[config.mk]
export PLATFORM = sky130hd
export DESIGN_NAME = ini_line_parser
export DESIGN_NICKNAME = d
export VERILOG_FILES = /design/src/rtl/ilp_pkg.sv /design/src/rtl/ilp_fifo.sv /design/src/rtl/ilp_front.sv /design/src/rtl/ilp_back.sv /design/src/rtl/ini_line_parser.sv
export SDC_FILE = /design/constraint.sdc
export NUM_CORES = 1
export LEC_CHECK = 0
export BUFFER_PORTS_ARGS = -buffer_cell sky130_fd_sc_hd__buf_4
export CAP_MARGIN = 15
export CELL_PAD_IN_SITES_DETAIL_PLACEMENT = 1
export CELL_PAD_IN_SITES_GLOBAL_PLACEMENT = 1
export CORE_ASPECT_RATIO = 2
export CORE_MARGIN = 2
export CORE_UTILIZATION = 49
export DETAILED_ROUTE_END_ITERATION = 10
export GPL_TIMING_DRIVEN = 0
export PLACE_DENSITY_LB_ADDON = 0.08
export SYNTH_ARGS = -nofsm -noshare
export SYNTH_HDL_FRONTEND = slang
export SYNTH_SLANG_ARGS = --single-unit
export TNS_END_PERCENT = 30
[constraint.sdc]
create_clock -name clk -period 5.7 [get_ports clk]
set_input_delay 1.14 -clock clk [delete_from_list [all_inputs] [get_ports clk]]
set_output_delay 1.14 -clock clk [all_outputs]
set_load 0.1 [all_outputs]
[src/rtl/ilp_pkg.sv]
// Shared types and constants of the INI line parser.
// No dependencies; imported by ilp_front, ilp_back and the top level.
`default_nettype none
package ilp_pkg;

	// Line kinds
	localparam logic [1:0] KIND_EMPTY   = 2'd0;
	localparam logic [1:0] KIND_SECTION = 2'd1;
	localparam logic [1:0] KIND_KEYVAL  = 2'd2;
	localparam logic [1:0] KIND_BAD     = 2'd3;

	// Error codes
	localparam logic [1:0] ERR_NONE = 2'd0;
	localparam logic [1:0] ERR_END  = 2'd1;
	localparam logic [1:0] ERR_NAME = 2'd2;
	localparam logic [1:0] ERR_DATA = 2'd3;

	// Configuration register indexes
	localparam logic CFG_SPACE   = 1'b0;
	localparam logic CFG_COMMENT = 1'b1;

	// Reset values of the configuration registers
	localparam logic [31:0] SPACE_RESET   = 32'h0A0D_0920;
	localparam logic [31:0] COMMENT_RESET = 32'h0000_233B;

	// Fixed character codes
	localparam logic [7:0] CH_LBR   = 8'h5B;  // '['
	localparam logic [7:0] CH_RBR   = 8'h5D;  // ']'
	localparam logic [7:0] CH_EQ    = 8'h3D;  // '='
	localparam logic [7:0] CH_DOT   = 8'h2E;  // '.'
	localparam logic [7:0] CH_UNDER = 8'h5F;  // '_'

	// Classified input item, front to back
	typedef struct packed {
		logic line_end;
		logic is_ws;
		logic is_eod;
		logic is_name;
		logic is_lbr;
		logic is_rbr;
		logic is_eq;
	} chr_class_t;

	// One line result
	typedef struct packed {
		logic [1:0]  kind;
		logic [1:0]  error_code;
		logic [7:0]  error_column;
		logic [31:0] line_number;
		logic [7:0]  name_start;
		logic [7:0]  name_end;
		logic [7:0]  value_start;
		logic [7:0]  value_end;
	} line_res_t;

endpackage
`default_nettype wire

[src/rtl/ilp_fifo.sv]
// Small flop-based queue used between the parser stages and at the output.
// No package dependency; width and depth are parameters.
`default_nettype none
module ilp_fifo #(
	parameter int WIDTH = 8,
	parameter int DEPTH = 2
) (
	input  wire logic             clk,
	input  wire logic             arst_n,
	input  wire logic             push,
	input  wire logic [WIDTH-1:0] wdata,
	output logic                  full,
	input  wire logic             pop,
	output logic                  empty,
	output logic [WIDTH-1:0]      rdata
);
	localparam int PW = (DEPTH > 1) ? $clog2(DEPTH) : 1;
	localparam int CW = $clog2(DEPTH + 1);
	localparam logic [PW-1:0] PTR_LAST = PW'(DEPTH - 1);
	localparam logic [CW-1:0] CNT_FULL = CW'(DEPTH);

	logic [WIDTH-1:0] mem_q [DEPTH];
	logic [PW-1:0]    wptr_q, rptr_q;
	logic [CW-1:0]    cnt_q;
	logic             do_push, do_pop;

	assign full    = (cnt_q == CNT_FULL);
	assign empty   = (cnt_q == '0);
	assign do_push = push && !full;
	assign do_pop  = pop && !empty;
	assign rdata   = mem_q[rptr_q];

	// Storage
	always_ff @(posedge clk) begin
		if (do_push) mem_q[wptr_q] <= wdata;
	end

	// Pointers and fill count
	always_ff @(posedge clk or negedge arst_n) begin
		if (!arst_n) begin
			wptr_q <= '0;
			rptr_q <= '0;
			cnt_q  <= '0;
		end else begin
			if (do_push) wptr_q <= (wptr_q == PTR_LAST) ? '0 : wptr_q + 1'b1;
			if (do_pop)  rptr_q <= (rptr_q == PTR_LAST) ? '0 : rptr_q + 1'b1;
			if (do_push && !do_pop)      cnt_q <= cnt_q + 1'b1;
			else if (do_pop && !do_push) cnt_q <= cnt_q - 1'b1;
		end
	end
endmodule
`default_nettype wire

[src/rtl/ilp_front.sv]
// Front end: configuration registers and character classification.
// Depends on ilp_pkg.
`default_nettype none
module ilp_front (
	input  wire logic               clk,
	input  wire logic               arst_n,
	input  wire logic               cfg_valid,
	input  wire logic               cfg_index,
	input  wire logic [31:0]        cfg_data,
	input  wire logic [7:0]         ch,
	input  wire logic               line_end,
	output ilp_pkg::chr_class_t     cls
);
	import ilp_pkg::*;

	logic [31:0] space_q, comment_q;

	// Configuration writes
	always_ff @(posedge clk or negedge arst_n) begin
		if (!arst_n) begin
			space_q   <= SPACE_RESET;
			comment_q <= COMMENT_RESET;
		end else if (cfg_valid) begin
			unique case (cfg_index)
				CFG_SPACE:   space_q   <= cfg_data;
				CFG_COMMENT: comment_q <= cfg_data;
				default:     ;
			endcase
		end
	end

	// Set membership: a zero byte never matches
	function automatic logic in_set(input logic [31:0] set, input logic [7:0] c);
		logic hit;
		hit = 1'b0;
		for (int i = 0; i < 4; i++) begin
			if (set[8*i +: 8] != 8'd0 && set[8*i +: 8] == c) hit = 1'b1;
		end
		return hit;
	endfunction

	// Classification
	always_comb begin
		cls.line_end = line_end;
		cls.is_ws    = in_set(space_q, ch);
		cls.is_eod   = (ch == 8'd0) || in_set(comment_q, ch);
		cls.is_name  = (ch >= "0" && ch <= "9") || (ch >= "A" && ch <= "Z") ||
		               (ch >= "a" && ch <= "z") || ch == CH_DOT || ch == CH_UNDER;
		cls.is_lbr   = (ch == CH_LBR);
		cls.is_rbr   = (ch == CH_RBR);
		cls.is_eq    = (ch == CH_EQ);
	end
endmodule
`default_nettype wire

[src/rtl/ilp_back.sv]
// Back end: line phase machine, column tracking and result assembly.
// Depends on ilp_pkg.
`default_nettype none
module ilp_back #(
	parameter int LINE_CHARS = 256
) (
	input  wire logic                clk,
	input  wire logic                arst_n,
	input  wire logic                cls_avail,
	input  wire ilp_pkg::chr_class_t cls,
	output logic                     cls_pop,
	input  wire logic                res_full,
	output logic                     res_push,
	output ilp_pkg::line_res_t       res
);
	import ilp_pkg::*;

	localparam logic [7:0] COL_MAX = (LINE_CHARS - 1 > 255) ? 8'd255 : 8'(LINE_CHARS - 1);

	localparam logic [3:0] PH_LEAD     = 4'd0;
	localparam logic [3:0] PH_SEC_PRE  = 4'd1;
	localparam logic [3:0] PH_SEC_NAME = 4'd2;
	localparam logic [3:0] PH_SEC_GAP  = 4'd3;
	localparam logic [3:0] PH_SEC_POST = 4'd4;
	localparam logic [3:0] PH_KEY_NAME = 4'd5;
	localparam logic [3:0] PH_KEY_GAP  = 4'd6;
	localparam logic [3:0] PH_VAL_PRE  = 4'd7;
	localparam logic [3:0] PH_VAL      = 4'd8;
	localparam logic [3:0] PH_DONE     = 4'd9;

	logic [3:0]  phase_q, phase_d;
	logic [7:0]  col_q, col_nx;
	logic [31:0] lines_q, lines_nx;
	logic [1:0]  kind_q, kind_d, err_q, err_d;
	logic [7:0]  err_at_q, err_at_d;
	logic [7:0]  nb_q, nb_d, ns_q, ns_d, vb_q, vb_d, vs_q, vs_d;

	// Consume a character freely; a line end needs a result slot
	assign cls_pop  = cls_avail && (!cls.line_end || !res_full);
	assign res_push = cls_pop && cls.line_end;
	assign col_nx   = (col_q < COL_MAX) ? col_q + 8'd1 : COL_MAX;
	assign lines_nx = (lines_q == 32'hFFFF_FFFF) ? lines_q : lines_q + 32'd1;

	// Phase update for one character or line end
	always_comb begin
		phase_d  = phase_q;
		kind_d   = kind_q;
		err_d    = err_q;
		err_at_d = err_at_q;
		nb_d     = nb_q;
		ns_d     = ns_q;
		vb_d     = vb_q;
		vs_d     = vs_q;
		if (cls.line_end) begin
			unique case (phase_q)
				PH_LEAD, PH_SEC_POST, PH_VAL: begin
					err_at_d = col_q;
					phase_d  = PH_DONE;
				end
				PH_SEC_NAME, PH_KEY_NAME: begin
					ns_d     = col_q;
					err_d    = ERR_END;
					err_at_d = col_q;
					phase_d  = PH_DONE;
				end
				PH_SEC_PRE, PH_SEC_GAP, PH_KEY_GAP, PH_VAL_PRE: begin
					err_d    = ERR_END;
					err_at_d = col_q;
					phase_d  = PH_DONE;
				end
				default: ;
			endcase
		end else begin
			unique case (phase_q)
				PH_LEAD: begin
					priority if (cls.is_ws) begin
					end else if (cls.is_eod) begin
						err_at_d = col_q; phase_d = PH_DONE;
					end else if (cls.is_lbr) begin
						kind_d = KIND_SECTION; phase_d = PH_SEC_PRE;
					end else if (cls.is_name) begin
						kind_d = KIND_KEYVAL; nb_d = col_q; phase_d = PH_KEY_NAME;
					end else begin
						kind_d = KIND_BAD; err_d = ERR_NAME; err_at_d = col_q;
						phase_d = PH_DONE;
					end
				end
				PH_SEC_PRE: begin
					priority if (cls.is_ws) begin
					end else if (cls.is_eod) begin
						err_d = ERR_END; err_at_d = col_q; phase_d = PH_DONE;
					end else if (cls.is_name) begin
						nb_d = col_q; phase_d = PH_SEC_NAME;
					end else begin
						err_d = ERR_NAME; err_at_d = col_q; phase_d = PH_DONE;
					end
				end
				PH_SEC_NAME, PH_KEY_NAME: begin
					if (!cls.is_name) begin
						ns_d = col_q;
						priority if (cls.is_eod) begin
							err_d = ERR_END; err_at_d = col_q; phase_d = PH_DONE;
						end else if (phase_q == PH_SEC_NAME && cls.is_rbr) begin
							phase_d = PH_SEC_POST;
						end else if (phase_q == PH_KEY_NAME && cls.is_eq) begin
							phase_d = PH_VAL_PRE;
						end else if (cls.is_ws) begin
							phase_d = (phase_q == PH_SEC_NAME) ? PH_SEC_GAP : PH_KEY_GAP;
						end else begin
							err_d = ERR_NAME; err_at_d = col_q; phase_d = PH_DONE;
						end
					end
				end
				PH_SEC_GAP, PH_KEY_GAP: begin
					priority if (cls.is_ws) begin
					end else if (cls.is_eod) begin
						err_d = ERR_END; err_at_d = col_q; phase_d = PH_DONE;
					end else if (phase_q == PH_SEC_GAP && cls.is_rbr) begin
						phase_d = PH_SEC_POST;
					end else if (phase_q == PH_KEY_GAP && cls.is_eq) begin
						phase_d = PH_VAL_PRE;
					end else begin
						err_d = ERR_DATA; err_at_d = col_q; phase_d = PH_DONE;
					end
				end
				PH_SEC_POST: begin
					priority if (cls.is_ws) begin
					end else if (cls.is_eod) begin
						err_at_d = col_q; phase_d = PH_DONE;
					end else begin
						err_d = ERR_DATA; err_at_d = col_q; phase_d = PH_DONE;
					end
				end
				PH_VAL_PRE: begin
					priority if (cls.is_ws) begin
					end else if (cls.is_eod) begin
						err_d = ERR_END; err_at_d = col_q; phase_d = PH_DONE;
					end else begin
						vb_d = col_q; vs_d = col_nx; phase_d = PH_VAL;
					end
				end
				PH_VAL: begin
					priority if (cls.is_eod) begin
						err_at_d = col_q; phase_d = PH_DONE;
					end else if (!cls.is_ws) begin
						vs_d = col_nx;
					end else begin
					end
				end
				default: ;
			endcase
		end
	end

	// Result of the line being closed
	always_comb begin
		res.kind         = kind_d;
		res.error_code   = err_d;
		res.error_column = err_at_d;
		res.line_number  = lines_nx;
		res.name_start   = nb_d;
		res.name_end     = ns_d;
		res.value_start  = vb_d;
		res.value_end    = vs_d;
	end

	// Line state: cleared at every line end
	always_ff @(posedge clk or negedge arst_n) begin
		if (!arst_n) begin
			phase_q  <= PH_LEAD;
			col_q    <= '0;
			lines_q  <= '0;
			kind_q   <= KIND_EMPTY;
			err_q    <= ERR_NONE;
			err_at_q <= '0;
			nb_q     <= '0;
			ns_q     <= '0;
			vb_q     <= '0;
			vs_q     <= '0;
		end else if (cls_pop) begin
			if (cls.line_end) begin
				phase_q  <= PH_LEAD;
				col_q    <= '0;
				lines_q  <= lines_nx;
				kind_q   <= KIND_EMPTY;
				err_q    <= ERR_NONE;
				err_at_q <= '0;
				nb_q     <= '0;
				ns_q     <= '0;
				vb_q     <= '0;
				vs_q     <= '0;
			end else begin
				phase_q  <= phase_d;
				col_q    <= col_nx;
				kind_q   <= kind_d;
				err_q    <= err_d;
				err_at_q <= err_at_d;
				nb_q     <= nb_d;
				ns_q     <= ns_d;
				vb_q     <= vb_d;
				vs_q     <= vs_d;
			end
		end
	end
endmodule
`default_nettype wire

[src/rtl/ini_line_parser.sv]
// INI line parser, top level.
// Depends on ilp_pkg, ilp_front, ilp_fifo and ilp_back.
//
// Usage:
//   Input channel (push/full): one transaction is one character (ch) or,
//   with line_end high, the end of the current line. A character is taken
//   every cycle while full is low.
//   Result channel (empty/pop): one result per line end: kind, first
//   error and its column, name span, trimmed value span and a saturating
//   line count. The oldest result is on the ports while empty is low.
//   Config channel (cfg_valid/cfg_ready, always ready): index 0 sets the
//   whitespace codes, index 1 the comment codes; write only while idle.
// Throughput: one input transaction per cycle while the back end is not
//   holding a line end for a result slot; the phase update in the back end
//   is combinational. A line end passes through the registered classifier
//   queue, then goes straight into the registered result queue.
// Reset: all queues empty, line state cleared, line count zero and the
//   config registers back to space/tab/CR/LF and ';'/'#'.
// Stall: when results are not popped the result queue fills; the back end
//   still consumes characters but holds a line end, the classifier queue
//   fills and full rises until a result is taken.
`default_nettype none
module ini_line_parser #(
	parameter int LINE_CHARS = 256
) (
	input  wire logic        clk,
	input  wire logic        arst_n,
	input  wire logic        cfg_valid,
	output logic             cfg_ready,
	input  wire logic        cfg_index,
	input  wire logic [31:0] cfg_data,
	input  wire logic        push,
	output logic             full,
	input  wire logic [7:0]  ch,
	input  wire logic        line_end,
	output logic             empty,
	input  wire logic        pop,
	output logic [1:0]       kind,
	output logic [1:0]       error_code,
	output logic [7:0]       error_column,
	output logic [31:0]      line_number,
	output logic [7:0]       name_start,
	output logic [7:0]       name_end,
	output logic [7:0]       value_start,
	output logic [7:0]       value_end
);
	import ilp_pkg::*;

	localparam int QDEPTH = 2;

	chr_class_t cls_in, cls_out;
	line_res_t  res_in, res_out;
	logic       cls_empty, cls_pop, res_full, res_push;

	assign cfg_ready = 1'b1;

	// Front: classify characters
	ilp_front u_front (
		.clk       (clk),
		.arst_n    (arst_n),
		.cfg_valid (cfg_valid),
		.cfg_index (cfg_index),
		.cfg_data  (cfg_data),
		.ch        (ch),
		.line_end  (line_end),
		.cls       (cls_in)
	);

	// Queue between front and back
	ilp_fifo #(.WIDTH($bits(chr_class_t)), .DEPTH(QDEPTH)) u_cls_q (
		.clk    (clk),
		.arst_n (arst_n),
		.push   (push),
		.wdata  (cls_in),
		.full   (full),
		.pop    (cls_pop),
		.empty  (cls_empty),
		.rdata  (cls_out)
	);

	// Back: phase machine
	ilp_back #(.LINE_CHARS(LINE_CHARS)) u_back (
		.clk       (clk),
		.arst_n    (arst_n),
		.cls_avail (!cls_empty),
		.cls       (cls_out),
		.cls_pop   (cls_pop),
		.res_full  (res_full),
		.res_push  (res_push),
		.res       (res_in)
	);

	// Result queue
	ilp_fifo #(.WIDTH($bits(line_res_t)), .DEPTH(QDEPTH)) u_res_q (
		.clk    (clk),
		.arst_n (arst_n),
		.push   (res_push),
		.wdata  (res_in),
		.full   (res_full),
		.pop    (pop),
		.empty  (empty),
		.rdata  (res_out)
	);

	assign kind         = res_out.kind;
	assign error_code   = res_out.error_code;
	assign error_column = res_out.error_column;
	assign line_number  = res_out.line_number;
	assign name_start   = res_out.name_start;
	assign name_end     = res_out.name_end;
	assign value_start  = res_out.value_start;
	assign value_end    = res_out.value_end;

	// Back end never pushes into a full result queue
	a_res_no_overflow: assert property (@(posedge clk) disable iff (!arst_n)
		res_push |-> !res_full)
		else $error("result pushed while queue full");

	// A held line end must not be consumed
	a_line_end_held: assert property (@(posedge clk) disable iff (!arst_n)
		(!cls_empty && cls_out.line_end && res_full) |-> !cls_pop)
		else $error("line end consumed without result slot");

	// Every delivered line has a nonzero count
	a_line_number_nonzero: assert property (@(posedge clk) disable iff (!arst_n)
		!empty |-> line_number != 32'd0)
		else $error("result with zero line number");

	// Section and empty lines never report a value span
	a_no_value_span: assert property (@(posedge clk) disable iff (!arst_n)
		(!empty && (kind == KIND_SECTION || kind == KIND_EMPTY)) |->
		(value_start == 8'd0 && value_end == 8'd0))
		else $error("value span on a line without value");
endmodule
`default_nettype wire
-- Yosys cells after proc, flatten, opt, wreduce, memory -nomap -nowiden
Memory sizes are Yosys's and may differ from the RTL's.
Cells that the tools add are included.
- register bits after elaboration: 160
- bits in latches: 0
- RAM bits: 166
- memory bits (read-only): 0
- input port bits: 47
- output and inout port bits: 79
- word-level logic and storage cells: 255
- memories kept: 2
- $add $sub $neg: 10
- $mul: 0
- divide/modulo/power cells: 0
- magnitude comparators: 7
- equal/unequal tests: 31
- shift operators: 0
- multiplexer cells: 123
- bitwise operators: 1
- reductions and logical operators: 63
- memories (memory ; depth ; bits a word ; rd ports ; clocked after Yosys merged registers in ; wr ports ; line ; text):
    u_res_q.mem_q ; 2 ; 76 ; 1 ; 0 ; 1 ; ilp_fifo.sv:22 ; logic [WIDTH-1:0] mem_q [DEPTH];
    u_cls_q.mem_q ; 2 ; 7 ; 1 ; 0 ; 1 ; ilp_fifo.sv:22 ;
- operators with widths (operator ; count):
    8-bit two-way mux ; 46
    4-bit two-way mux ; 20
    8-bit nonzero test ; 9
    8-bit == test ; 8
    2-bit two-way mux ; 32
    8-bit one-hot mux with 7 select lines ; 1
    32-bit by 1-bit adder with 32-bit output, second input constant ; 1
    32-bit == test, second input constant ; 1
    32-bit two-way mux ; 1
    8-bit one-hot mux with 2 select lines ; 2
    4-bit one-hot mux with 7 select lines ; 1
    1-bit logical AND ; 25
    8-bit by 7-bit == test with 1-bit output, second input constant ; 3
    3-bit by 2-bit inequality test with 1-bit output, second input constant ; 7
    1-bit two-way mux ; 18
    4-bit by 3-bit == test with 1-bit output, second input constant ; 4
    8-bit by 6-bit == test with 1-bit output, second input constant ; 2
    8-bit by 7-bit >= comparator with 1-bit output, second input constant ; 2
    8-bit by 7-bit <= comparator with 1-bit output, second input constant ; 2
    2-bit one-hot mux with 6 select lines ; 1
    1-bit logical NOT ; 9
    9-bit AND reduction ; 1
    9-bit OR reduction ; 1
    8-bit by 1-bit adder with 8-bit output, second input constant ; 1
    20 further kinds ; 37

-- Logic depth before layout (Yosys ltp)
- depth after elaboration: 10
- depth in mapped cells: 9
- mapped depth without buffers: 8

-- Modules after synthesis
From an unflattened synthesis, not the netlist that was laid out.
- cells, all modules: 1404
- area total of the unflattened synthesis: 16781.1 sq um
- modules (own cells, without submodules) (module ; instances ; cells each ; area an instance (sq um)):
    ilp_back ; 1 ; 822 ; 6705.2
    ilp_fifo (u_res_q) ; 1 ; 256 ; 5816.8
    ilp_front ; 1 ; 282 ; 3533.4
    ilp_fifo (u_cls_q) ; 1 ; 41 ; 710.7
    ini_line_parser ; 1 ; 3 ; 15.0

-- Worst setup path before layout
OpenSTA, ideal clock, no wires.
- path kind: flip-flop to flip-flop
- from: reg u_cls_q.rptr_q
- to: mem u_res_q.mem_q[0][0] in the netlist's numbering, enable pin
- setup time: 511 ps
- data arrival time: 4563 ps
- data required time: 5189 ps
- path slack: 626 ps
- cell stages (with the launch flop): 7
- cells stage by stage: dfrtp_1 > buf_6 > mux2_2 > a21oi_4 > nand2_1 > clkbuf_1 > nor2_1
- word-level cells in the longest chain between the ends: 8
- ends and longest elaborated chain (what ; line ; text):
    from (decl) ; ilp_fifo.sv:23 ; logic [PW-1:0] wptr_q, rptr_q;
    from (signal assigned) ; ilp_fifo.sv:46 ; if (do_pop) rptr_q <= (rptr_q == PTR_LAST) ? '0 : rptr_q + 1'b1;
    memory 2 x 7 bit * ; - ;
    1-bit logical NOT ; ilp_back.sv:39 ; assign cls_pop = cls_avail && (!cls.line_end || !res_full);
    1-bit logical OR ; ilp_back.sv:39 ;
    1-bit logical AND ; ilp_back.sv:39 ;
    1-bit logical AND * ; ilp_back.sv:40 ; assign res_push = cls_pop && cls.line_end;
    1-bit logical AND * ; ilp_fifo.sv:29 ; assign do_push = push && !full;
    1-bit two-way mux * ; ilp_fifo.sv:35 ; if (do_push) mem_q[wptr_q] <= wdata;
    1-bit two-way mux (not written as such) * ; ilp_fifo.sv:35 ;
    to (decl) ; ilp_fifo.sv:22 ;
Mark *: on every way between the ends. The rest lies on a longest branch, timed or not.

-- Worst setup path in the final report
- from: reg u_res_q.rptr_q
- to: out line_number[11]
- word-level cells in the longest chain between the ends: 1
- ends and longest elaborated chain (what ; line ; text):
    from (decl) ; ilp_fifo.sv:23 ;
    from (signal assigned) ; ilp_fifo.sv:46 ;
    memory 2 x 76 bit ; - ;
    to (decl) ; ini_line_parser.sv:41 ; output logic [31:0] line_number,
No other way between the ends.

==> reports/qor.csv <==
stage,metric,value,unit
synth,async_flop_share,49.1,%
cells_and_area,fin_nets,1549,
routing,wirelength,47300,um
power_and_ir_drop,peakVddDrop,0.491,mV
placed_design,place_inst,1899,
power_and_ir_drop,leakagePower,0.00725,uW
sta,fin_crit,4330,ps
sta,max_freq,231,MHz
power_and_ir_drop,comb_power_share,53.0,%
routing,drt_iter0_drc,686,
die,rows,94,
power_and_ir_drop,power_frac_clock,16.7,%
critical_path,crit_chain,clkbuf_1 > buf_1 > clkbuf_1 > mux2_2 > buf_4,
routing,ant_nets,0,
sta,rsz0062_at_grt,false,
synth,syn_area,0.0164,mm2
hold_path,hp-class,primary input to async pin,
power_and_ir_drop,p_sw_share,50.0,%
placed_design,globalplace.congestion,0.954,
critical_path,reg2reg_depth,7,
sta,slew_viol_final,0,
sta,worst_pin_slew,975,ps
cts,clock-root-buffer,clkbuf_16,
sta,min_period_over_period,75.9,%
global_route,track_usage,27.3,%
routing,drt_first_pass_iters,5,
die,die_x,133,um
power_and_ir_drop,p_switching,5840,uW
sta,finalHoldViolCount,0,
cells_and_area,layout_common_cells,"166 x mux2_2, 166 x edfxtp_1, 144 x dfrtp_1, 126 x buf_4, 90 x nand2_1",
sta,slew-limit-headroom,35.0,%
synth,ys_warn_count,0,
cts,clk_pin_slew,70,ps
critical_path,rrSetupSlack,2420,ps
die,die_h,262,um
die,initial_core_util,49.7,%
critical_path,cpMaxStageDelayCell,buf_1,
sta,setup-tns-final,0,ps
outcome,status,"complete, no violations",
routing,drcViolationCount,0,
synth,dominantRegCellSynth,edfxtp_1,
cells_and_area,antenna_cells,0,
cts,clk_latency,590,ps
critical_path,r2r_start,u_cls_q.rptr_q,
synth,syn_avg_cell_area,12.2,um2
critical_path,cp.arrival,3190,ps
global_route,grt_max_degree,113,
routing,vias,11800,
global_route,grt_pass1_vias,13000,
sta,skew,10.8,ps
critical_path,crit_path_max_incr_delay,770,ps
synth,synth_edf_count,166,
cells_and_area,synthToLayoutAreaGrowth,15.2,%
synth,synth_seq_cells,326,
synth,syn-num-nets,1393,
cells_and_area,drive_gt1_share,27.5,%
placed_design,port_buffers,121,
job,cap_violations,0,
critical_path,required,4560,ps
critical_path,critPathLaunchType,flop,
die,die_area,0.0350,mm2
critical_path,crit_type,flop to output port,
critical_path,worstPathMaxFanout,10,
cells_and_area,stdcell_count,1953,
cts,clockBufferDepth,3,
routing,post_drt_via_cell_ratio,6.05,
cts,cts_setup_buffers,0,
placed_design,dp_hpwl,35100,um
critical_path,cpMostUsedCell,clkbuf_1,
global_route,grt_pass1_wl,74100,um
cts,cts_tree,done,
sta,setup_viol,0,
synth,synth_cell_types,91,
sta,hold-worst-slack,463,ps
global_route,gr-total-overflow,0,
cts,cts_hold_buffers,0,
cts,numClockSinks,326,
synth,syn_inst,1342,
die,io_pins,126,
cts,cts.repair.resized,0,
global_route,antenna_found_initial,0,
power_and_ir_drop,powerDensity,619,mW/mm2
cts,cts_buffers,29,
power_and_ir_drop,p_seq_share,30.3,%
power_and_ir_drop,internal_power,5830,uW
routing,wl_per_cell,24.2,um
die,core,0.0329,mm2
synth,ys_seq_area_share,55.1,%
cts,ctsHtreeMaxLevel,1,
critical_path,r2r_end,u_res_q.mem_q[0][39],
critical_path,cp-end-kind,output port,
metal layers:
metal	up-vias	GRT usage, %	part of all wire [%]
met5	-	0	0
met4	0	15.8	6.3
met3	161	2.84	3.4
met2	355	53.0	56
met1	5964	27.8	34
li1	5341	-	-
power groups by stage:
| stage | clock network (uW) | registers (uW) | logic (uW) |
|---|---|---|---|
| after global routing | 2060 | 3600 | 6460 |
| after CTS | 1990 | 3540 | 6210 |
| after floorplan | 0 | 3510 | 4620 |
| after global placement | 0 | 3600 | 6040 |
| after detailed placement | 0 | 3580 | 6180 |
| final | 1950 | 3540 | 6180 |
logic make-up (layout without fill, tap and decap cells):
family	count (synthesis)	after routing	share of synthesized area, %
adder cells (fa/ha/maj)	4	4	0.306
AO/OA/AOI/OAI	261	261	11.3
flip-flops	326	326	55.1
AND/OR/NAND/NOR	332	332	11.2
buffers and inverters	112	291	2.99
XOR/XNOR	127	127	6.80
other	1	1	0.0229
multiplexers	179	179	12.3
synthesized netlist by cell type (all sizes together), types with 5 or more instances:
library cell	number	area share, %
mux2	167	12
edfxtp	166	30
dfrtp	144	22
nand2	90	2.1
xnor2	70	3.7
o21ai	65	2.0
xor2	57	3.1
nor2	55	1.3
buf	45	1.5
clkbuf	43	0.99
a21oi	40	1.4
a22o	37	2.0
nand3	33	1.1
nor3	30	1.1
nand4	27	1.1
inv	24	0.55
a31oi	23	0.88
nor4	21	1.0
dfstp	16	2.6
and3	13	0.50
mux2i	12	0.76
o22ai	12	0.46
and2	9	0.34
nand2b	8	0.31
a22oi	7	0.35
and4	7	0.37
nor2b	7	0.27
o211ai	7	0.32
or4	7	0.32
o221ai	6	0.36
a21o	5	0.23
a221oi	5	0.31
o32ai	5	0.27
state kept, by name, summed over array words and instances (netlist names):
name,flops
u_res_q.mem_q,152
u_back.lines_q,32
u_front.comment_q,32
u_front.space_q,32
u_cls_q.mem_q,14
u_back.col_q,8
u_back.err_at_q,8
u_back.nb_q,8
u_back.ns_q,8
u_back.vb_q,8
u_back.vs_q,8
u_back.phase_q,4
u_back.err_q,2
u_back.kind_q,2
u_cls_q.cnt_q,2
u_res_q.cnt_q,2
u_cls_q.rptr_q,1
u_cls_q.wptr_q,1
u_res_q.rptr_q,1
u_res_q.wptr_q,1
metrics by stage:
stage | cell area (um2) | total power (uW) | setup slack (ps) | util, %
after floorplan | 16400 | 8130 | 626 | -
after global placement | 17800 | 9650 | -2060 | 54.1
after detailed placement | 17900 | 9760 | 1990 | 54.4
after CTS | 18900 | 11700 | 1340 | 57.2
after global routing | 18900 | 12100 | 1280 | 57.2
final | 18900 | 11700 | 1370 | 57.2
how the worst max path moves through the flow:
stage	startpoint	end	slack, ps	cells after the start
floorplan	u_cls_q.rptr_q	u_res_q.mem_q[0][0]	630	6
global placement	u_cls_q.rptr_q	u_res_q.mem_q[0][73]	-2060	6
detailed placement	u_res_q.rptr_q	line_number[10]	1990	5
CTS	u_res_q.rptr_q	line_number[10]	1340	5
global route	u_res_q.rptr_q	line_number[10]	1280	5
finish	u_res_q.rptr_q	line_number[11]	1370	5
final cells by class:
| class | instances | area (um2) |
|---|---|---|
| well taps | 432 | 541 |
| inverters | 24 | 90.1 |
| flip-flops and latches | 326 | 9010 |
| fillers | 3387 | 14100 |
| multi-input cells | 904 | 6870 |
| plain buffers | 88 | 399 |
| clock inverters | 18 | 148 |
| repair buffers | 125 | 1010 |
| clock buffers | 36 | 782 |
critical path: cells and delay by family (launching register included):
kind / cells / cell delay, ps
DFF: 1 / 330
muxes: 1 / 450
buffers and inverters: 4 / 1820
Note: power is estimated with default switching activity, not from simulation.
